**src/ttdv_pkg.sv**
```systemverilog
// Types and constants of the touch direction vote block.
`default_nettype none
package ttdv_pkg;

    localparam int DIR_BINS = 7;
    localparam int POS_W    = 15;
    localparam int DISP_W   = 16;

    typedef enum logic [2:0] {
        OP_MATCH = 3'd0,
        OP_LOST  = 3'd1,
        OP_NEW   = 3'd2,
        OP_EOF   = 3'd3,
        OP_CLEAR = 3'd4,
        OP_ZERO  = 3'd5
    } op_t;

    typedef enum logic [2:0] {
        DIR_UNKNOWN = 3'd0,
        DIR_STILL   = 3'd1,
        DIR_MOVE    = 3'd2,
        DIR_LEFT    = 3'd3,
        DIR_RIGHT   = 3'd4,
        DIR_UP      = 3'd5,
        DIR_DOWN    = 3'd6
    } dir_t;

    typedef enum logic [2:0] {
        CFG_X_THR   = 3'd0,
        CFG_Y_THR   = 3'd1,
        CFG_X_RATIO = 3'd2,
        CFG_Y_RATIO = 3'd3,
        CFG_MIN_CNT = 3'd4,
        CFG_MAX_CNT = 3'd5
    } cfg_idx_t;

    typedef enum logic [2:0] {
        ST_IDLE,
        ST_VOTE,
        ST_PICK,
        ST_DIV_START,
        ST_DIV_WAIT,
        ST_OUT
    } state_t;

    typedef struct packed {
        op_t               operation;
        logic [7:0]        touch_id;
        logic [POS_W-1:0]  pos_x;
        logic [POS_W-1:0]  pos_y;
    } in_item_t;

    typedef struct packed {
        dir_t              direction;
        logic [4:0]        voter_count;
        logic signed [DISP_W-1:0] mean_dx;
        logic signed [DISP_W-1:0] mean_dy;
        logic [POS_W-1:0]  mean_x;
        logic [POS_W-1:0]  mean_y;
    } out_item_t;

    // Request broadcast to every cell.
    typedef struct packed {
        logic              fire;
        op_t               op;
        logic [7:0]        id;
        logic [POS_W-1:0]  px;
        logic [POS_W-1:0]  py;
    } cell_req_t;

    // Data rippled from cell to cell.
    typedef struct packed {
        logic              free_seen;
        logic              hit;
        logic [DISP_W-1:0] ndx;
        logic [DISP_W-1:0] ndy;
    } chain_t;

endpackage
`default_nettype wire

```
**src/ttdv_cell.sv**
```systemverilog
// One tracked-touch entry of the cell row.
`default_nettype none
module ttdv_cell
    import ttdv_pkg::*;
(
    input  wire logic      aclk,
    input  wire logic      aresetn,
    input  wire cell_req_t req,
    input  wire logic      global_hit,
    input  wire chain_t    chain_in,
    output chain_t         chain_out
);

    logic              valid_reg;
    logic [7:0]        id_reg;
    logic [POS_W-1:0]  px_reg, py_reg;
    logic [DISP_W-1:0] dx_reg, dy_reg;

    logic              match;
    logic [DISP_W-1:0] ndx, ndy;

    assign match = valid_reg && (id_reg == req.id);
    assign ndx = dx_reg + ({1'b0, req.px} - {1'b0, px_reg});
    assign ndy = dy_reg + ({1'b0, req.py} - {1'b0, py_reg});

    always_comb begin
        chain_out.free_seen = chain_in.free_seen | ~valid_reg;
        chain_out.hit       = chain_in.hit | match;
        chain_out.ndx       = chain_in.ndx | (match ? ndx : '0);
        chain_out.ndy       = chain_in.ndy | (match ? ndy : '0);
    end

    always_ff @(posedge aclk) begin
        if (!aresetn) begin
            valid_reg <= 1'b0;
        end else if (req.fire) begin
            case (req.op)
                OP_LOST:  if (match) valid_reg <= 1'b0;
                OP_NEW:   if (match || (!global_hit && !valid_reg && !chain_in.free_seen))
                              valid_reg <= 1'b1;
                OP_CLEAR: valid_reg <= 1'b0;
                default:  ;
            endcase
        end
    end

    always_ff @(posedge aclk) begin
        if (req.fire) begin
            case (req.op)
                OP_MATCH: begin
                    if (match) begin
                        dx_reg <= ndx;
                        dy_reg <= ndy;
                        px_reg <= req.px;
                        py_reg <= req.py;
                    end
                end
                OP_NEW: begin
                    // restart a tracked id, or take the first free slot
                    if (match || (!global_hit && !valid_reg && !chain_in.free_seen)) begin
                        id_reg <= req.id;
                        px_reg <= req.px;
                        py_reg <= req.py;
                        dx_reg <= '0;
                        dy_reg <= '0;
                    end
                end
                OP_ZERO: begin
                    dx_reg <= '0;
                    dy_reg <= '0;
                end
                default: ;
            endcase
        end
    end

endmodule
`default_nettype wire

```
**config.mk**
```make
export PLATFORM = sky130hd
export DESIGN_NAME = ttdv_cell
export DESIGN_NICKNAME = d
export VERILOG_FILES = /design/src/ttdv_pkg.sv /design/src/ttdv_cell.sv
export SDC_FILE = /design/constraint.sdc
export NUM_CORES = 1
export LEC_CHECK = 0
export BUFFER_PORTS_ARGS = -buffer_cell sky130_fd_sc_hd__buf_2
export CORE_MARGIN = 1.5
export CORE_UTILIZATION = 42
export DETAILED_ROUTE_END_ITERATION = 7
export PLACE_DENSITY = 0.67
export SLEW_MARGIN = 40
export SYNTH_ARGS = -nofsm -noshare
export SYNTH_HDL_FRONTEND = slang
export SYNTH_SLANG_ARGS = --single-unit
```
**constraint.sdc**
```tcl
create_clock -name aclk -period 6.25 [get_ports aclk]
set_clock_uncertainty 0.2 [all_clocks]
set_input_delay 0.9375 -clock aclk [delete_from_list [all_inputs] [get_ports aclk]]
set_output_delay 0.9375 -clock aclk [all_outputs]
set_load 0.01 [all_outputs]
```
==> impl_metrics.yaml, run 1 <==
clocking:
  cts_setup_buffers: 0
  cts.sinks: 71
  clockRootBuffer: "clkbuf_16"
  ctsResizeCount: 0
  cts.path.max_buffers: 2
  clk_pin_slew_ns: 0.06
  cts_hold_buffers: 0
  cts_tree: "yes"
  htreeDepth: 3
  cts-buffers-inserted: 9
  clock_latency_ns: 0.34
die:
  fp-row-count: 40
  die_height_um: 115
  fp.dieW_um: 115
  coreArea_um2: 12200
  start_util: 0.435
  ios: 113
  die_area_um2: 13300
global_route:
  grt_pass1_vias: 4032
  grt_max_degree: 25
  grt_pass1_wl_um: 19700
  antenna_found_initial: 0
  grt_overflow: 0
  grt_usage: 0.195
yosys:
  syn-cell-area_um2: 5290
  yosys-top-cells-area: "edfxtp_1 40%, fa_1 11%, inv_1 8.5%"
  ys_types: 53
  synth_edf_count: 70
  synth_top_area_frac: 0.397
  syn_avg_cell_area_um2: 10.1
  syn_nets: 663
  async_reset_ff_frac: 0
  synth_ff_type: "edfxtp_1"
  synth_top_area_cell: "edfxtp_1"
  synth-warning-count: 0
  ys_seq_area_frac: 0.401
  ys_ff_latch: 71
  synthesis.instances: 522
finish:
  antenna_cells: 0
  area_delta_synth_final_pct: 19.3
  utilization: 0.519
  drive_gt1_frac: 0.214
  nNetsFinal: 777
timing:
  fmax_ghz: 0.216
  worst_slew_pin_slew_ns: 0.718
  setup_viol: 0
  fin_crit_sh: 0.742
  finalSetupTns_ns: 0
  fin_crit_ns: 4.63
  max_slew_margin: 0.521
  rsz0062_at_grt: "false"
  hold_violations: 0
  slew_violations: 0
critical_path:
  worstSetupPathType: "input port to output port"
  cp-start-kind: "input port"
  critPathCaptureType: "output port"
  crit_start: "req[19]"
  cp_max_fo: 7
  r2r_start: "id_reg[5]"
  crit_required_ns: 5.11
  worstPathArrival_ns: 3.50
pwr:
  pwr_density_cell_nw_per_um2: 223
  leakage_nw: 3.10
  ir_drop_mv: 0.148
placement:
  port_buffers: 112
  gp_congestion: 1.01
  hpwl_um: 9120
routing:
  wl_per_cell_um: 15.0
  ant_nets: 0
  drt_iter0_drc: 207
  wl_um: 12200
  drcViolationCount: 0
  vias_per_cell: 5.13
  vias: 4147
  dr.pass1.iters: 5
outcome:
  status: "complete, no violations"
worst_hold_path:
  hold_class: "flop to flop"
  hold_start: "valid_reg"
job:
  drv_cap: 0
## metrics by stage
| step | total power, mW | hold slack [ns] | cells | area [um2] | setup slack (ns) |
|---|---|---|---|---|---|
| after floorplan | 0.844 | 0.299 | 522 | 5290 | 1.50 |
| after global placement | 0.946 | 0.339 | 793 | 6050 | 1.71 |
| after detailed placement | 0.959 | 0.335 | 793 | 6060 | 1.64 |
| after CTS | 1.42 | 0.349 | 809 | 6310 | 1.63 |
| after global routing | 1.48 | 0.391 | 809 | 6310 | 1.46 |
| final | 1.41 | 0.351 | 809 | 6310 | 1.62 |
## Yosys cell counts, types with 3 or more instances
cell type and count:
nand2_1 24, clkbuf_1 10, nand2b_1 3, nor3_1 3, xor2_1 11, a41oi_1 3, and3_1 25, o21ai_0 14
a31oi_1 3, a21o_1 35, nand3_1 8, xnor2_1 25, nor2b_1 10, fa_1 30, inv_1 120, ha_1 32
edfxtp_1 70, nor2_1 15, a21oi_1 32, o21bai_1 5
## cells by family after synthesis
logic type / share of synthesized area
compound gates: 0.149
xor+xnor: 0.0596
fa+ha+maj: 0.189
buf+inv: 0.0960
flops: 0.401
simple gates: 0.105
## power by group
group	internal [mW]	total [mW]	switching, mW
clock network	0.267	0.456	0.190
registers	0.550	0.553	0.00340
logic	0.172	0.401	0.229
total	0.989	1.41	0.422
## worst max-delay path: stages
cell and delay, ns:
buf_2 0.09, inv_1 0.05, fa_1 0.53, inv_1 0.04, ha_1 0.38, a21o_1 0.23
o41a_1 0.46, a221oi_2 0.29, xnor2_1 0.20, a21o_1 0.16, buf_2 0.12
## cell usage in the layout, fill, tap and decap left out, types with 3 or more instances in the layout
master / netlist / routed
a21o_1: 35 / 35
a21oi_1: 32 / 32
a31oi_1: 3 / 3
a41oi_1: 3 / 3
and3_1: 25 / 25
buf_2: 1 / 112
buf_4: 0 / 3
clkbuf_1: 10 / 5
clkbuf_16: 0 / 9
edfxtp_1: 70 / 70
fa_1: 30 / 30
ha_1: 32 / 32
inv_1: 120 / 120
nand2_1: 24 / 22
nand2b_1: 3 / 3
nand3_1: 8 / 8
nor2_1: 15 / 15
nor2b_1: 10 / 10
o21ai_0: 14 / 14
o21bai_1: 5 / 5
xnor2_1: 25 / 25
xor2_1: 11 / 11
## routing by layer
layer | vias to the layer above | wire length [um] | GRT usage
li1 | 1985 | - | -
met5 | - | 0 | 0
met4 | 0 | 150 | 0.0733
met2 | 136 | 5770 | 0.305
met3 | 14 | 656 | 0.0327
met1 | 2012 | 5580 | 0.273
## final cells by class
type / instances / area (um2)
repair buffers: 115 / 583
well taps: 168 / 210
flip-flops and latches: 71 / 2120
fillers: 1134 / 5850
inverters: 121 / 454
multi-input cells: 318 / 2690
clock inverters: 2 / 7.51
clock buffers: 14 / 244
## final timing paths
path | cells past startpoint | slack, ns | end
worst min-delay path | 2 | 0.35 | valid_reg
worst max register to register | 7 | 2.91 | px_reg[4]
worst min register to register | 2 | 0.35 | valid_reg
worst max-delay path | 11 | 1.62 | chain_out[31]
Power figures use the tool's default switching activity.
==> run 2: changes to the inputs <==
==> constraint.sdc (replaced) <==
create_clock -name aclk -period 4.7 [get_ports aclk]
set_clock_uncertainty 0.2 [all_clocks]
set_input_delay 0.705 -clock aclk [delete_from_list [all_inputs] [get_ports aclk]]
set_output_delay 0.705 -clock aclk [all_outputs]
set_load 0.01 [all_outputs]
==> run 2 against run 1 <==
  * Register-to-register slack worse by 1.3 ns
  * Critical endpoint is now chain_out[11]
  * Largest power group unchanged
  * Die area stayed put
  * First-iteration DRC count is 23% lower
  * Global-route usage is 0.50 points higher
==> impl_metrics.yaml, run 2 (synthesis gave the netlist of run 1 again) <==
placement:
  gp_congestion: 0.848
  placed_area_um2: 6060
  port_buffers: 112
  hpwl_um: 9520
die:
  fp.dieW_um: 115
  start_util: 0.435
  die_area_um2: 13300
  die_height_um: 115
  ios: 113
  coreArea_um2: 12200
  fp-row-count: 40
clocking:
  clockRootBuffer: "clkbuf_16"
  htreeDepth: 3
  clock_latency_ns: 0.34
  cts_tree: "yes"
  cts.sinks: 71
  cts.path.max_buffers: 2
  ctsResizeCount: 0
  cts-buffers-inserted: 9
  clk_pin_slew_ns: 0.06
  cts_setup_buffers: 0
  cts_hold_buffers: 0
global_route:
  grt_usage: 0.200
  grt_overflow: 0
  grt_max_degree: 34
  grt_pass1_vias: 4144
  grt_pass1_wl_um: 20000
  antenna_found_initial: 0
timing:
  setup_viol: 0
  fin_crit_ns: 4.18
  max_slew_margin: 0.501
  holdWs_ns: 0.356
  worst_slew_pin_slew_ns: 0.747
  fin_crit_sh: 0.889
  rsz0062_at_grt: "false"
  fmax_ghz: 0.239
  slew_violations: 0
  hold_violations: 0
  finalSetupTns_ns: 0
routing:
  vias_per_cell: 5.05
  wl_per_cell_um: 15.2
  route.met3.wl_um: 728
  ant_nets: 0
  dr.pass1.iters: 5
  vias: 4093
  wl_um: 12300
  top_layer: "met4"
  routed-wl-met2_um: 5760
  drt_iter0_drc: 160
  drcViolationCount: 0
  wl_met1_um: 5640
finish:
  drive_gt1_frac: 0.221
  final_common_cell: "inv_1"
  design_area_um2: 6370
  layout_common_cells: "120 x inv_1, 112 x buf_2, 70 x edfxtp_1, 35 x a21o_1"
  area_delta_synth_final_pct: 20.5
  nFillCells: 1135
  nNetsFinal: 779
  antenna_cells: 0
critical_path:
  worstPathArrival_ns: 3.28
  worstSetupPathType: "input port to output port"
  path_cells: "buf_2 -> inv_1 -> fa_1 -> inv_1 -> ha_1 -> a21o_1 -> a21oi_2 -> a211oi_1 -> or2_0 -> or3_1 -> a31o_1 -> buf_2"
  slowest_stage: "fa_1"
  cp-start-kind: "input port"
  r2r_slack_ns: 1.61
  critPathCaptureType: "output port"
  cpPeakStageDelay_ns: 0.52
  cp_max_fo: 5
  crit_required_ns: 3.80
pwr:
  pwr_density_cell_nw_per_um2: 312
  leakage_nw: 3.12
  ir_drop_mv: 0.198
  power_mw: 1.99
outcome:
  status: "complete, no violations"
worst_hold_path:
  hold_class: "input port to flop"
job:
  drv_cap: 0
## run 2: cell types whose count changed in the layout (fill, tap and decap cells not counted), sizes merged
cell      change
clkbuf        -5
clkinvlp      +3
buf           +2
bufinv        +2
clkinv        -1
## run 2: path summary, 6_finish.rpt
path,startpoint,endpoint,cells after the start
setup / recovery,req[3],chain_out[11],12
hold / removal,req[25],px_reg[10],1
setup reg to reg,px_reg[4],dx_reg[15],8
hold reg to reg,valid_reg,valid_reg,2
## run 2: power breakdown
group / switching, mW / internal (mW)
logic: 0.299 / 0.230
clock network: 0.267 / 0.460
registers: 0.00462 / 0.731
## run 2: worst max-delay path: cells and delay by family
kind	cells	cell delay [ns]
buffers and inverters	4	0.34
AOI/OAI and AO/OA	4	0.73
adders and majority gates	2	0.86
and+or+nand+nor	2	0.62
## run 2: through the flow
| stage | utilization | instances | setup WS, ns |
|---|---|---|---|
| CTS | 0.524 | 810 | 0.512 |
| global placement | 0.498 | 795 | 0.543 |
| detailed placement | 0.499 | 795 | 0.535 |
| global route | 0.524 | 810 | 0.382 |
| finish | 0.524 | 810 | 0.520 |
| floorplan | - | 522 | 0.185 |
## run 2: cell type report
cell class	count	area (um2)	share of cell area
multi-input combinational	318	2680	0.420
sequential	71	2120	0.333
timing repair buffer	117	598	0.0938
inverter	121	454	0.0712
clock buffer	9	225	0.0353
tap	168	210	0.0330
clock inverter	6	86.3	0.0135
## run 2: routing by layer
layer | GRT usage | up-vias
met5 | 0 | -
met4 | 0.0782 | 0
met3 | 0.0374 | 15
met2 | 0.317 | 129
met1 | 0.273 | 1962
li1 | - | 1987
==> run 3: changes to the inputs <==
--- a/config.mk
+++ b/config.mk
@@ -6,7 +6,7 @@
 export NUM_CORES = 1
 export LEC_CHECK = 0
 export BUFFER_PORTS_ARGS = -buffer_cell sky130_fd_sc_hd__buf_2
-export CORE_MARGIN = 1.5
+export CORE_MARGIN = 5
 export CORE_UTILIZATION = 42
 export DETAILED_ROUTE_END_ITERATION = 7
 export PLACE_DENSITY = 0.67
==> run 3 against run 2 <==
  * Critical path depth unchanged
  * Non-clock buffer count unchanged
  * Sequential cell count unchanged
  * Clock power decreased by 13%
  * Setup slack got worse by 0.011 ns
  * Sequential share of layout area increased by 0.12 points
  * Wire length increased by 2.7%
  * Final area decreased by 0.37%
==> impl_metrics.yaml, run 3 (synthesis gave the netlist of run 1 again) <==
pwr:
  leakage_nw: 3.12
  share_seq_of_total_power: 0.388
  power.internal_mw: 1.33
  p_comb_frac: 0.279
  swShare: 0.300
  pwr_density_cell_nw_per_um2: 299
  ir_drop_mv: 0.172
  clkPwrFrac: 0.333
  power_mw: 1.90
  p_sw_mw: 0.569
finish:
  nNetsFinal: 779
  regArea_um2: 2120
  layout_common_cells: "120 x inv_1, 112 x buf_2, 70 x edfxtp_1, 35 x a21o_1"
  area_delta_synth_final_pct: 20.1
  antenna_cells: 0
  nFillCells: 1163
  multi_input_area_um2: 2680
  final_common_cell: "inv_1"
  drive_gt1_frac: 0.222
critical_path:
  crit_start: "req[1]"
  reg2reg_to: "dx_reg[15]"
  critPathCaptureType: "output port"
  crit_required_ns: 3.80
  cp-start-kind: "input port"
  r2r_cells: 9
  r2r_slack_ns: 1.64
  cp_max_fo: 4
  worstSetupPathType: "input port to output port"
  worstPathArrival_ns: 3.29
  r2r_start: "px_reg[2]"
placement:
  gp_congestion: 0.900
  hpwl_um: 9570
  port_buffers: 112
clocking:
  clock_latency_ns: 0.33
  cts.path.max_buffers: 2
  htreeDepth: 3
  cts_hold_buffers: 0
  clockRootBuffer: "clkbuf_16"
  cts_setup_buffers: 0
  ctsResizeCount: 0
  cts.sinks: 71
  clk_pin_slew_ns: 0.06
  cts-buffers-inserted: 9
  cts_tree: "yes"
die:
  coreArea_um2: 12500
  die_height_um: 122
  start_util: 0.424
  ios: 113
  die_area_um2: 14900
  fp.dieW_um: 122
  fp-row-count: 41
worst_hold_path:
  hold_class: "input port to flop"
  hold_start: "req[9]"
  hold-path-endpoint: "py_reg[9]"
  whs_path_depth: 1
timing:
  finalSetupTns_ns: 0
  hold_violations: 0
  fin_crit_sh: 0.892
  setup_viol: 0
  slew_violations: 0
  worst_slew_pin_slew_ns: 0.664
  fin_crit_ns: 4.19
  fmax_ghz: 0.239
  rsz0062_at_grt: "false"
  max_slew_margin: 0.556
global_route:
  grt_pass1_wl_um: 20600
  grt_max_degree: 34
  grt_overflow: 0
  grt_usage: 0.177
  antenna_found_initial: 0
  grt_pass1_vias: 4256
outcome:
  status: "complete, no violations"
routing:
  vias: 4009
  dr.pass1.iters: 6
  wl_per_cell_um: 15.5
  wl_um: 12700
  vias_per_cell: 4.92
  drcViolationCount: 0
  drt_iter0_drc: 133
  ant_nets: 0
job:
  drv_cap: 0
run 3: power by group through the flow:
stage / combinational [mW] / sequential [mW] / clock, mW
finish: 0.529 / 0.736 / 0.632
global route: 0.594 / 0.737 / 0.676
CTS: 0.532 / 0.736 / 0.645
detailed placement: 0.526 / 0.749 / 0
global placement: 0.520 / 0.748 / 0
floorplan: 0.374 / 0.749 / 0
run 3: worst max path at each step:
stage,to,slack (ns),cells after the start
floorplan,dx_reg[0],0.18,6
global placement,chain_out[11],0.52,12
detailed placement,chain_out[11],0.48,12
CTS,chain_out[11],0.47,12
global route,chain_out[11],0.34,12
finish,chain_out[11],0.51,12
run 3: metrics by stage:
| step | setup slack (ns) | utilization | area (um2) | hold slack [ns] | cells |
|---|---|---|---|---|---|
| 3_3_place_gp | 0.524 | 0.488 | 6080 | 0.340 | 799 |
| 3_5_place_dp | 0.477 | 0.488 | 6080 | 0.344 | 799 |
| 4_1_cts | 0.473 | 0.509 | 6350 | 0.345 | 815 |
| 5_1_grt | 0.344 | 0.509 | 6350 | 0.345 | 815 |
| 6_report | 0.509 | 0.509 | 6350 | 0.358 | 815 |
| 2_1_floorplan | 0.185 | - | 5290 | 0.299 | 522 |
run 3: layout make-up:
| type | instances | share of cell area |
|---|---|---|
| Multi-Input combinational cell | 318 | 0.422 |
| Sequential cell | 71 | 0.334 |
| Timing Repair Buffer | 117 | 0.0961 |
| Inverter | 121 | 0.0715 |
| Clock buffer | 11 | 0.0382 |
| Tap cell | 172 | 0.0339 |
| Clock inverter | 5 | 0.00394 |
run 3: worst max-delay path: stages:
cell      delay (ns)
buf_2           0.10
inv_1           0.05
fa_1            0.58
inv_1           0.05
ha_1            0.26
a21oi_1         0.20
nand4b_1        0.21
a211oi_1        0.12
or2_0           0.25
or3_1           0.37
a31o_1          0.24
buf_2           0.14
run 3: per-layer routing:
metal,vias to the layer above,GRT usage,part of all wire
met4,0,0.0567,0.015
met5,-,0,0
met2,98,0.279,0.46
li1,1991,-,-
met1,1906,0.250,0.49
met3,14,0.0304,0.041
