===== src/ttdv_div.sv =====
// Bit-serial signed-by-unsigned divider, truncating toward zero.
`default_nettype none
module ttdv_div #(
    parameter int NW = 22,
    parameter int DW = 5
) (
    input  wire logic                 aclk,
    input  wire logic                 aresetn,
    input  wire logic                 start,
    input  wire logic signed [NW-1:0] num,
    input  wire logic [DW-1:0]        den,
    output logic                      done,
    output logic signed [NW-1:0]      quo
);

    localparam int CW = $clog2(NW + 1);

    logic          busy_reg, done_reg, neg_reg;
    logic [CW-1:0] cnt_reg;
    logic [DW-1:0] rem_reg;
    logic [NW-1:0] acc_reg;

    logic [DW:0]   trial;
    logic          ge;
    logic [DW:0]   diff;

    assign trial = {rem_reg, acc_reg[NW-1]};
    assign ge    = trial >= {1'b0, den};
    assign diff  = trial - {1'b0, den};

    always_ff @(posedge aclk) begin
        if (!aresetn) begin
            busy_reg <= 1'b0;
            done_reg <= 1'b0;
        end else begin
            done_reg <= busy_reg && !start && (cnt_reg == CW'(1));
            if (start) begin
                busy_reg <= 1'b1;
            end else if (busy_reg && cnt_reg == CW'(1)) begin
                busy_reg <= 1'b0;
            end
        end
    end

    always_ff @(posedge aclk) begin
        if (start) begin
            neg_reg <= num[NW-1];
            acc_reg <= num[NW-1] ? NW'(-num) : NW'(num);
            rem_reg <= '0;
            cnt_reg <= CW'(NW);
        end else if (busy_reg) begin
            rem_reg <= ge ? diff[DW-1:0] : trial[DW-1:0];
            acc_reg <= {acc_reg[NW-2:0], ge};
            cnt_reg <= cnt_reg - CW'(1);
        end
    end

    assign done = done_reg;
    assign quo  = neg_reg ? -$signed(acc_reg) : $signed(acc_reg);

endmodule
`default_nettype wire


===== config.mk =====
export PLATFORM = sky130hd
export DESIGN_NAME = ttdv_div
export DESIGN_NICKNAME = d
export VERILOG_FILES = /design/src/ttdv_div.sv
export SDC_FILE = /design/constraint.sdc
export NUM_CORES = 1
export LEC_CHECK = 0
export BUFFER_PORTS_ARGS = -buffer_cell sky130_fd_sc_hd__buf_2
export CELL_PAD_IN_SITES_DETAIL_PLACEMENT = 2
export CELL_PAD_IN_SITES_GLOBAL_PLACEMENT = 2
export CORE_UTILIZATION = 30
export CTS_CLUSTER_SIZE = 28
export DETAILED_ROUTE_END_ITERATION = 6
export GPL_TIMING_DRIVEN = 1
export MAX_ROUTING_LAYER = met4
export PLACE_DENSITY = 0.83
export REMOVE_ABC_BUFFERS = 1
export SETUP_SLACK_MARGIN = 0.3
export SYNTH_ARGS = -nofsm -noshare
export SYNTH_HDL_FRONTEND = slang
export SYNTH_SLANG_ARGS = --single-unit
export TNS_END_PERCENT = 100

===== constraint.sdc =====
create_clock -name aclk -period 2.25 [get_ports aclk]
set_input_delay 0.675 -clock aclk [delete_from_list [all_inputs] [get_ports aclk]]
set_output_delay 0.675 -clock aclk [all_outputs]
set_load 0.01 [all_outputs]

==> results of run 1 <==
final cells by class:
class	count	area (um2)
Tap cell	108	135.1
Clock inverter	2	11.26
Fill cell	899	4239
Timing Repair Buffer	140	1080
Sequential cell	35	930.9
Inverter	20	77.57
Clock buffer	6	82.58
Multi-Input combinational cell	248	2207
power by group through the flow:
stage               clock [mW]  combinational [mW]  sequential [mW]
global route             0.569                1.15            0.846
finish                   0.545                1.10            0.842
global placement             0               0.680            0.823
floorplan                    0               0.340            0.834
CTS                      0.506               0.909            0.824
detailed placement           0               0.728            0.834
through the flow:
step	util (%)	worst slack [ns]	power, mW	hold WS (ns)
finish	51.63	-0.7570	2.492	0.5289
global route	51.63	-0.8172	2.567	0.5877
CTS	48.06	-0.5454	2.239	0.5343
detailed placement	39.93	-0.3814	1.562	0.5114
global placement	39.93	-0.1783	1.503	0.4847
floorplan	-	-0.1856	1.174	0.4514
cells in the mapped netlist, types with 2 or more instances:
cell and n:
xnor2_1 24, o31ai_1 13, o41ai_1 5, nand3b_1 4, a211oi_1 3, or4_1 3
or3_1 10, nand3_1 7, ha_1 9, a21o_1 2, o21ai_0 17, a222oi_1 2
o221a_2 2, edfxtp_1 23, nor3_1 11, dfxtp_1 12, o211ai_1 5, nor4_4 2
nand2_1 23, nor2_1 34, xor2_1 10, and3_1 4, inv_1 19, nand4_1 8
nor4_1 3, buf_1 2, mux2i_1 4, a311oi_1 2, or4b_2 2, a21oi_1 19
clkbuf_1 11, nand2b_1 2
final timing paths:
kind                                   end         from  slack, ns
worst max-delay path               quo[16]  acc_reg[10]      -0.76
worst min-delay path            cnt_reg[1]   cnt_reg[1]       0.53
worst max register to register  rem_reg[3]  acc_reg[21]       0.07
worst min register to register  cnt_reg[1]   cnt_reg[1]       0.53
cells by family (layout without fill, tap and decap cells):
logic type,count (synthesis),in the layout,share of synthesized area [%]
buf+inv,35,168,5.222
xor+xnor,34,34,10.90
fa+ha+maj,10,10,4.856
compound gates,78,78,19.10
flops,35,35,34.08
mux,4,4,1.466
simple gates,122,122,24.37
timing repair:
action,in CTS,in global routing
setup endpoints to repair,43,44
cloned,1,0
hold buffers,0,0
hold endpoints to repair,0,0
buffers inserted,20,10
resized for setup,104,41
pin swaps,61,26
critical path, delay by kind of cell (launching register included):
| family | cells | cell delay, ns |
|---|---|---|
| flops | 1 | 0.44 |
| xor+xnor | 1 | 0.17 |
| simple gates | 2 | 0.56 |
| compound gates | 1 | 0.47 |
| buf+inv | 2 | 0.38 |
per-layer routing:
metal  track usage, %  routed length (um)
met1            34.47                6073
met2            54.65                8913
met3            3.741                1013
met4            11.54                1084
met5                -                   0
cells in the final DEF, fill, tap and decap left out, drive strengths merged, types with 4 or more instances in the layout:
cell / netlist / final
dfxtp: 12 / 12
nand3b: 4 / 4
nand4: 8 / 8
nor2: 34 / 34
nand2: 23 / 23
xnor2: 24 / 24
clkbuf: 11 / 6
inv: 19 / 19
nor3: 11 / 11
o211ai: 5 / 5
a21oi: 19 / 19
mux2i: 4 / 4
o21ai: 18 / 18
edfxtp: 23 / 23
or3: 10 / 10
o41ai: 5 / 5
buf: 4 / 140
xor2: 10 / 10
nand3: 7 / 7
ha: 9 / 9
o31ai: 13 / 13
nor4: 6 / 6
and3: 4 / 4
==> reports/results.tsv, run 1 <==
stage	metric	value	unit
clocking	cts.clk_slew.worst_paths	0.08	ns
pwr	irDropWorstVdd	0.2171	mV
final_layout	syn_to_final_growth	65.64	%
place	dp_hpwl	8.334	mm
synthesis	avgSynthCellArea	8.589	um2
synthesis	synth_area_leaders	edfxtp_1 (25%), dfxtp_1 (8.8%), xnor2_1 (7.7%)	
sta	worst_pin_slew	0.7583	ns
floorplanning	fp-row-count	34	
sta	layout_setup_ws	-0.7570	ns
pwr	swShare	40.22	%
final_layout	antenna_cells	0	
pwr	power.share.combinational	44.3	%
synthesis	ys_async_sr_fraction	0	%
clocking	clock_sinks	35	
final_layout	stdcell_area	0.004524	mm2
final_layout	layout-drive-gt1-share	50.33	%
synthesis	ys_ff_latch	35	
global_routing	grt_pass1_vias	3657	
clocking	clock_path_buffers	2	
synthesis	synth_cells	318	
run_status	violations	setup timing	
floorplanning	die_area	0.009490	mm2
drt	first_pass_iters	5	
pwr	power.density	550.8	mW/mm2
floorplanning	start_util	31.17	%
sta	max_slew_margin	49.17	%
setup_path	reg2regPathDepth	9	
clocking	numCtsBuffers	5	
sta	hold_viol_final	0	
run_status	outcome	complete, but fails checks	
synthesis	synth-main-ff-cell	edfxtp_1	
place	numPortBuffers	52	
setup_path	cp_slowest_stage_delay	0.47	ns
floorplanning	core_area	0.008763	mm2
job	cap_violations	0	
setup_path	worst-setup-path-type	flop to primary output	
drt	drt_iter0_drc	239	
synthesis	synth_edf_count	23	
clocking	clock_latency	0.33	ns
synthesis	synth_top_area_share	25.29	%
sta	rsz0062_at_grt	true	
drt	via_count	3404	
sta	fmax	332.6	MHz
pwr	pwr-share-clk	21.9	%
place	place_inst	520	
final_layout	largest_reg_flops	22	
place	place_area	0.003500	mm2
sta	fin_crit	3.007	ns
place	gp_congestion	0.8330	
synthesis	ys_types	53	
setup_path	arrival	2.33	ns
sta	drv_slew	0	
synthesis	netlist.top_cell.by_area	edfxtp_1	
clocking	cts_tree	done	
sta	skew	0.02388	ns
setup_path	cpMaxStageDelayCell	o41ai_2	
clocking	ctsRootBufferMaster	clkbuf_8	
setup_path	start_kind	flop	
global_routing	antenna_found_initial	0	
setup_path	crit_fanout	4	
pwr	p_leak	1.818	nW
drt	wire_per_inst	30.56	um
pwr	pwr-share-seq	33.8	%
floorplanning	fp.dieH	97.42	um
hold_path	min_path_cells	2	
sta	setup_viol	19	
drt	via_per_inst	6.089	
sta	fin_setup_tns	-9.551	ns
setup_path	crit_required	1.57	ns
drt	wirelength	17.09	mm
drt	drcViolationCount	0	
sta	period_share	133.6	%
global_routing	overflow	0	
setup_path	crit_path_end_kind	primary output	
pwr	switchingPower	1.002	mW
floorplanning	die_x	97.42	um
floorplanning	io_pins	53	
synthesis	synth_seq_area_share	34.08	%
global_routing	grt_pass1_wl	21.71	mm
final_layout	final_net_count	490	
final_layout	instances_no_fill	559	
synthesis	yosysWarnings	0	
pwr	p_int	1.490	mW
drt	drtAntennaViolNets	0	
global_routing	grt_max_degree	28	
global_routing	grt_use_total	30.47	%
setup_path	path_cells	nor4_2 > buf_4 > nand3b_1 > o41ai_2 > xnor2_1 > buf_2	
hold_path	hp-class	flop to flop	
clocking	htree_levels	2	
synthesis	syn_area	0.002731	mm2
(Power assumes the default switching activity.)
==> run 2, diff against run 1 <==
--- a/config.mk
+++ b/config.mk
@@ -7,2 +7,3 @@
 export LEC_CHECK = 0
+export ABC_CLOCK_PERIOD_IN_PS = 2250
 export BUFFER_PORTS_ARGS = -buffer_cell sky130_fd_sc_hd__buf_2
@@ -14,3 +15,2 @@
 export GPL_TIMING_DRIVEN = 1
-export MAX_ROUTING_LAYER = met4
 export PLACE_DENSITY = 0.83
==> constraint.sdc (replaced) <==
create_clock -name aclk -period 2.25 [get_ports aclk]
set_input_delay 0.225 -clock aclk [delete_from_list [all_inputs] [get_ports aclk]]
set_output_delay 0.225 -clock aclk [all_outputs]
set_load 0.01 [all_outputs]
==> run 2 against run 1 <==
Net effect: the flow still finishes with violations (setup timing); via count fell by 15%; first-iteration DRC count is 42% lower; setup slack improved by 0.51 ns; die area unchanged; fmax rose by 20%; non-clock buffer count shrank 45; critical path type unchanged; critical endpoint unchanged.
==> reports/results.tsv, run 2 (same netlist as run 1, synthesis figures left out) <==
stage	metric	value	unit
run_status	outcome	complete, but fails checks	
run_status	violations	setup timing	
setup_path	worst-setup-path-type	flop to primary output	
sta	fin_setup_tns	-1.082	ns
job	cap_violations	0	
setup_path	arrival	2.27	ns
setup_path	cpMaxStageDelayCell	o41ai_2	
sta	period_share	111.0	%
clocking	ctsRootBufferMaster	clkbuf_8	
place	dp_hpwl	6.899	mm
global_routing	grt_use_total	22.12	%
setup_path	cp_slowest_stage_delay	0.44	ns
floorplanning	fp.dieH	97.42	um
sta	hold_viol_final	0	
sta	drv_slew	0	
final_layout	layout.cells.most_common	buf_2	
drt	first_pass_iters	4	
pwr	power.density	567.6	mW/mm2
sta	worst_pin_slew	0.7000	ns
sta	skew	0.01022	ns
setup_path	cpLargestDelayFamily	simple AND/OR/NAND/NOR gates	
setup_path	crit_buf_inv	2	
final_layout	largest_reg_flops	22	
hold_path	hp-class	input pin to flop	
clocking	clock_sinks	35	
sta	rsz0062_at_grt	true	
sta	fmax	400.3	MHz
sta	setup_viol	11	
final_layout	layout-drive-gt1-share	37.19	%
global_routing	grt_max_degree	30	
floorplanning	core_area	0.008763	mm2
drt	dr_wl_met2	6.094	mm
sta	layout_setup_ws	-0.2484	ns
final_layout	syn_to_final_growth	38.80	%
pwr	irDropWorstVdd	0.2322	mV
final_layout	final_net_count	445	
global_routing	grt_pass1_vias	3009	
setup_path	crit_path_end_kind	primary output	
drt	drt_iter0_drc	139	
drt	drcViolationCount	0	
floorplanning	start_util	31.17	%
drt	dr_wl_met3	265	um
sta	fin_crit	2.498	ns
setup_path	crit_fanout	4	
global_routing	antenna_found_initial	0	
setup_path	crit_required	2.03	ns
drt	via_count	2887	
clocking	clock_latency	0.30	ns
pwr	p_leak	1.490	nW
final_layout	most-common-layout-cells	buf_2 (52), buf_4 (34), nor2_1 (32)	
clocking	hold_buffers	0	
sta	holdWs	0.1846	ns
final_layout	stdcell_area	0.003791	mm2
floorplanning	die_area	0.009490	mm2
drt	drtAntennaViolNets	0	
clocking	cts_tree	done	
global_routing	grt_pass1_wl	16.50	mm
place	place_area	0.003194	mm2
floorplanning	die_x	97.42	um
floorplanning	fp-row-count	34	
global_routing	overflow	0	
pwr	p_total	2.152	mW
final_layout	fillers	980	
clocking	cts.clk_slew.worst_paths	0.08	ns
place	gp_congestion	0.7832	
drt	wirelength	11.38	mm
clocking	numCtsBuffers	5	
drt	dr.max_layer_used	met4	
floorplanning	io_pins	53	
drt	met1_length	4.911	mm
drt	via_per_inst	5.617	
clocking	htree_levels	2	
setup_path	path_cells	nor4_2 > buf_4 > nand3b_1 > o41ai_2 > xnor2_1 > buf_2	
place	numPortBuffers	52	
drt	wire_per_inst	22.14	um
sta	max_slew_margin	53.08	%
final_layout	antenna_cells	0	
setup_path	start_kind	flop	
clocking	clock_path_buffers	2	
## run 2: changes by cell type in the layout (fill, tap and decap cells not counted), moves of 3 or more
cell / change
o31ai_4: -6
or4_1: +3
o31ai_1: +4
or4_4: -3
buf_2: +5
o21ai_0: +8
buf_4: -31
o21ai_2: -6
buf_6: -14
## run 2: metrics by stage
stage               cells  utilization, %  setup slack (ns)
global route          514           43.26           -0.3153
finish                514           43.26           -0.2484
floorplan             303               -            0.2300
CTS                   506           40.85         -0.005870
global placement      481           36.45            0.1837
detailed placement    481           36.45           0.04660
## run 2: layer usage
metal,track usage (%),vias up
met1,27.92,1466
met2,40.29,57
met5,0,-
li1,-,1356
met3,2.230,8
met4,5.090,0
## run 2: area by class of cell
class | instances | area [um2] | share of cell area, %
Sequential cell | 35 | 930.9 | 24.55
Multi-Input combinational cell | 248 | 1953 | 51.52
Clock inverter | 2 | 7.507 | 0.1980
Clock buffer | 6 | 72.57 | 1.914
Inverter | 20 | 75.07 | 1.980
Tap cell | 108 | 135.1 | 3.564
Timing Repair Buffer | 95 | 616.8 | 16.27
## run 2: worst paths after layout
check / depth (start not counted) / slack (ns) / endpoint / start
max: 6 / -0.25 / quo[16] / acc_reg[7]
min reg2reg: 2 / 0.51 / cnt_reg[4] / cnt_reg[4]
max reg2reg: 6 / 0.21 / rem_reg[0] / rem_reg[1]
min: 3 / 0.18 / busy_reg / aresetn
## run 2: what timing repair did
action	in CTS	in global routing
endpoints found under the hold margin	0	0
buffers inserted	17	8
endpoints found under the setup margin	23	27
gates resized for setup	45	27
pin swaps	23	16
## run 2: worst min-delay path: cells and delay by family
family	cells	cell delay [ns]
buf+inv	2	0.16
simple gates	1	0.05
## run 2: where the power goes
group | internal (mW) | switching, mW
registers | 0.762 | 0.0836
clock network | 0.212 | 0.259
logic | 0.367 | 0.469
==> run 3, diff against run 2 <==
ABC_AREA = 1   (was not set)
CORE_UTILIZATION = 28   (was 30)
==> run 3 against run 2 <==
Net effect: the flow now finishes without violations; via count rose by 12%; utilization down 6.5 points; sequential power fell by 0.6%; critical path type unchanged; largest cell class unchanged.
==> reports/results.tsv, run 3 <==
stage	metric	value	unit
drt	drt_iter0_drc	96	
place	dp_hpwl	7.849	mm
synthesis	ys_types	35	
clocking	hold_buffers	0	
sta	fin_crit	2.083	ns
sta	skew	0.01138	ns
pwr	p_leak	1.811	nW
clocking	clock_latency	0.30	ns
drt	drcViolationCount	0	
setup_path	crit_path_end_kind	primary output	
setup_path	cp_slowest_stage_delay	0.48	ns
final_layout	final_net_count	563	
final_layout	fillers	1240	
setup_path	start_kind	flop	
clocking	htree_levels	2	
global_routing	grt_pass1_wl	17.13	mm
floorplanning	start_util	28.87	%
final_layout	antenna_cells	0	
final_layout	utilization	36.75	%
sta	fmax	480.0	MHz
final_layout	layout.cells.most_common	nand2_1	
global_routing	grt_use_total	19.78	%
clocking	cts_tree	done	
clocking	clock_path_buffers	2	
pwr	irDropWorstVdd	0.1877	mV
final_layout	syn_to_final_growth	27.29	%
synthesis	syn_area	0.002980	mm2
pwr	p_total	2.101	mW
final_layout	largest_reg_flops	22	
synthesis	synth-main-ff-cell	edfxtp_1	
job	cap_violations	0	
floorplanning	die_x	105.2	um
global_routing	grt_max_degree	35	
synthesis	ys_async_sr_fraction	0	%
drt	drtAntennaViolNets	0	
floorplanning	core_area	0.01032	mm2
clocking	cts.clk_slew.worst_paths	0.08	ns
sta	fin_setup_tns	0	ns
floorplanning	io_pins	53	
floorplanning	fp.dieH	105.2	um
global_routing	grt_pass1_vias	3440	
clocking	ctsRootBufferMaster	clkbuf_8	
drt	wirelength	11.24	mm
drt	wire_per_inst	17.02	um
sta	setup_viol	0	
synthesis	netlist.top_cell.by_area	edfxtp_1	
place	gp_congestion	0.7989	
hold_path	hp-class	input pin to flop	
synthesis	synth_cells	443	
synthesis	ys_ff_latch	35	
place	numPortBuffers	52	
clocking	clock_sinks	35	
setup_path	crit_fanout	4	
run_status	outcome	completed	
setup_path	worst_path_most_repeated_cell	nand2_1	
drt	via_per_inst	4.900	
synthesis	avgSynthCellArea	6.728	um2
global_routing	overflow	0	
sta	rsz0062_at_grt	true	
clocking	numCtsBuffers	5	
drt	first_pass_iters	4	
setup_path	crit_buf_inv	1	
sta	period_share	92.59	%
floorplanning	die_area	0.01106	mm2
synthesis	synth_edf_count	23	
synthesis	synth.most_common_cell	nand2_1	
pwr	power.density	553.9	mW/mm2
synthesis	synth_top_area_share	23.17	%
synthesis	synthTopCellsByCount	nand2_1 (121), inv_1 (63), nand3_1 (51), nor2_1 (50), edfxtp_1 (23)	
setup_path	path_cells	nor2_4 > nand2_2 > nor2_4 > nand2_2 > o21ai_4 > nand2_1 > nand2_1 > nand2_1 > buf_2	
sta	drv_slew	0	
setup_path	arrival	1.86	ns
synthesis	synth_area_leaders	edfxtp_1 (23%), nand2_1 (15%), nand3_1 (8.6%)	
drt	via_count	3234	
setup_path	cpMaxStageDelayCell	edfxtp_1	
floorplanning	fp-row-count	37	
final_layout	most-common-layout-cells	nand2_1 (116), inv_1 (57), buf_2 (52)	
sta	worst_pin_slew	0.5350	ns
sta	hold_viol_final	0	
setup_path	crit_required	2.03	ns
final_layout	layout-drive-gt1-share	26.72	%
synthesis	synth_seq_area_share	31.23	%
sta	max_slew_margin	64.20	%
setup_path	cpLargestDelayFamily	simple AND/OR/NAND/NOR gates	
global_routing	antenna_found_initial	0	
setup_path	worst-setup-path-type	flop to primary output	
synthesis	yosysWarnings	0	
## run 3: changes by cell type after synthesis, moves of 13 or more
cell,change
nand2_1,+98
inv_1,+44
nand3_1,+44
xnor2_1,-22
nor2_1,+16
o21ai_1,+14
o31ai_1,-13
## run 3: final cells by class
cell class / instances / area (um2) / share of cell area [%]
Timing Repair Buffer: 83 / 513.0 / 13.52
Inverter: 65 / 246.5 / 6.497
Sequential cell: 35 / 930.9 / 24.54
Tap cell: 136 / 170.2 / 4.485
Clock buffer: 6 / 72.57 / 1.913
Clock inverter: 2 / 8.758 / 0.2309
Multi-Input combinational cell: 333 / 1852 / 48.81
## run 3: repair_timing
| action | in CTS | in global routing |
|---|---|---|
| setup buffers | 9 | 17 |
| pin swaps | 4 | 10 |
| gates resized for setup | 14 | 24 |
| gates cloned | 0 | 0 |
| endpoints found under the setup margin | 13 | 20 |
## run 3: stage by stage
stage	setup WS (ns)	hold slack, ns	cell area, um2	instances
floorplan	0.4965	0.2941	2925	433
global placement	0.3900	0.4446	3393	626
detailed placement	0.3009	0.4576	3393	626
CTS	0.2042	0.1646	3586	643
global route	0.03621	0.1892	3794	660
finish	0.1667	0.1757	3794	660
## run 3: cell families after synthesis
| kind of cell | share of synthesized area [%] |
|---|---|
| adders and majority gates | 4.450 |
| and+or+nand+nor | 38.96 |
| DFF | 31.23 |
| xor gates and xnor gates | 5.877 |
| buffers and inverters | 10.03 |
| AOI/OAI and AO/OA | 9.446 |
## run 3: final timing paths
kind	start	endpoint	slack, ns	cells past startpoint
setup reg to reg	acc_reg[21]	acc_reg[0]	0.38	10
hold / removal	aresetn	done	0.18	3
setup / recovery	acc_reg[3]	quo[21]	0.17	9
hold reg to reg	rem_reg[4]	rem_reg[4]	0.47	2
## run 3: routing by layer
metal | GRT usage, % | share of wire (%) | vias up
met5 | 0 | 0 | -
met4 | 5.936 | 2.1 | 0
met3 | 1.934 | 2.4 | 15
met2 | 36.61 | 52 | 54
met1 | 23.97 | 44 | 1594
li1 | - | - | 1571
## run 3: where the power goes
group	internal, mW	total [mW]	switching, mW
clock	0.213	0.448	0.235
combinational	0.314	0.814	0.499
sequential	0.762	0.840	0.0781
total	1.29	2.10	0.812
## run 3: tightest hold or removal path: cells and delay by family
kind | cells | cell delay [ns]
buffers and inverters | 1 | 0.10
and+or+nand+nor | 2 | 0.10
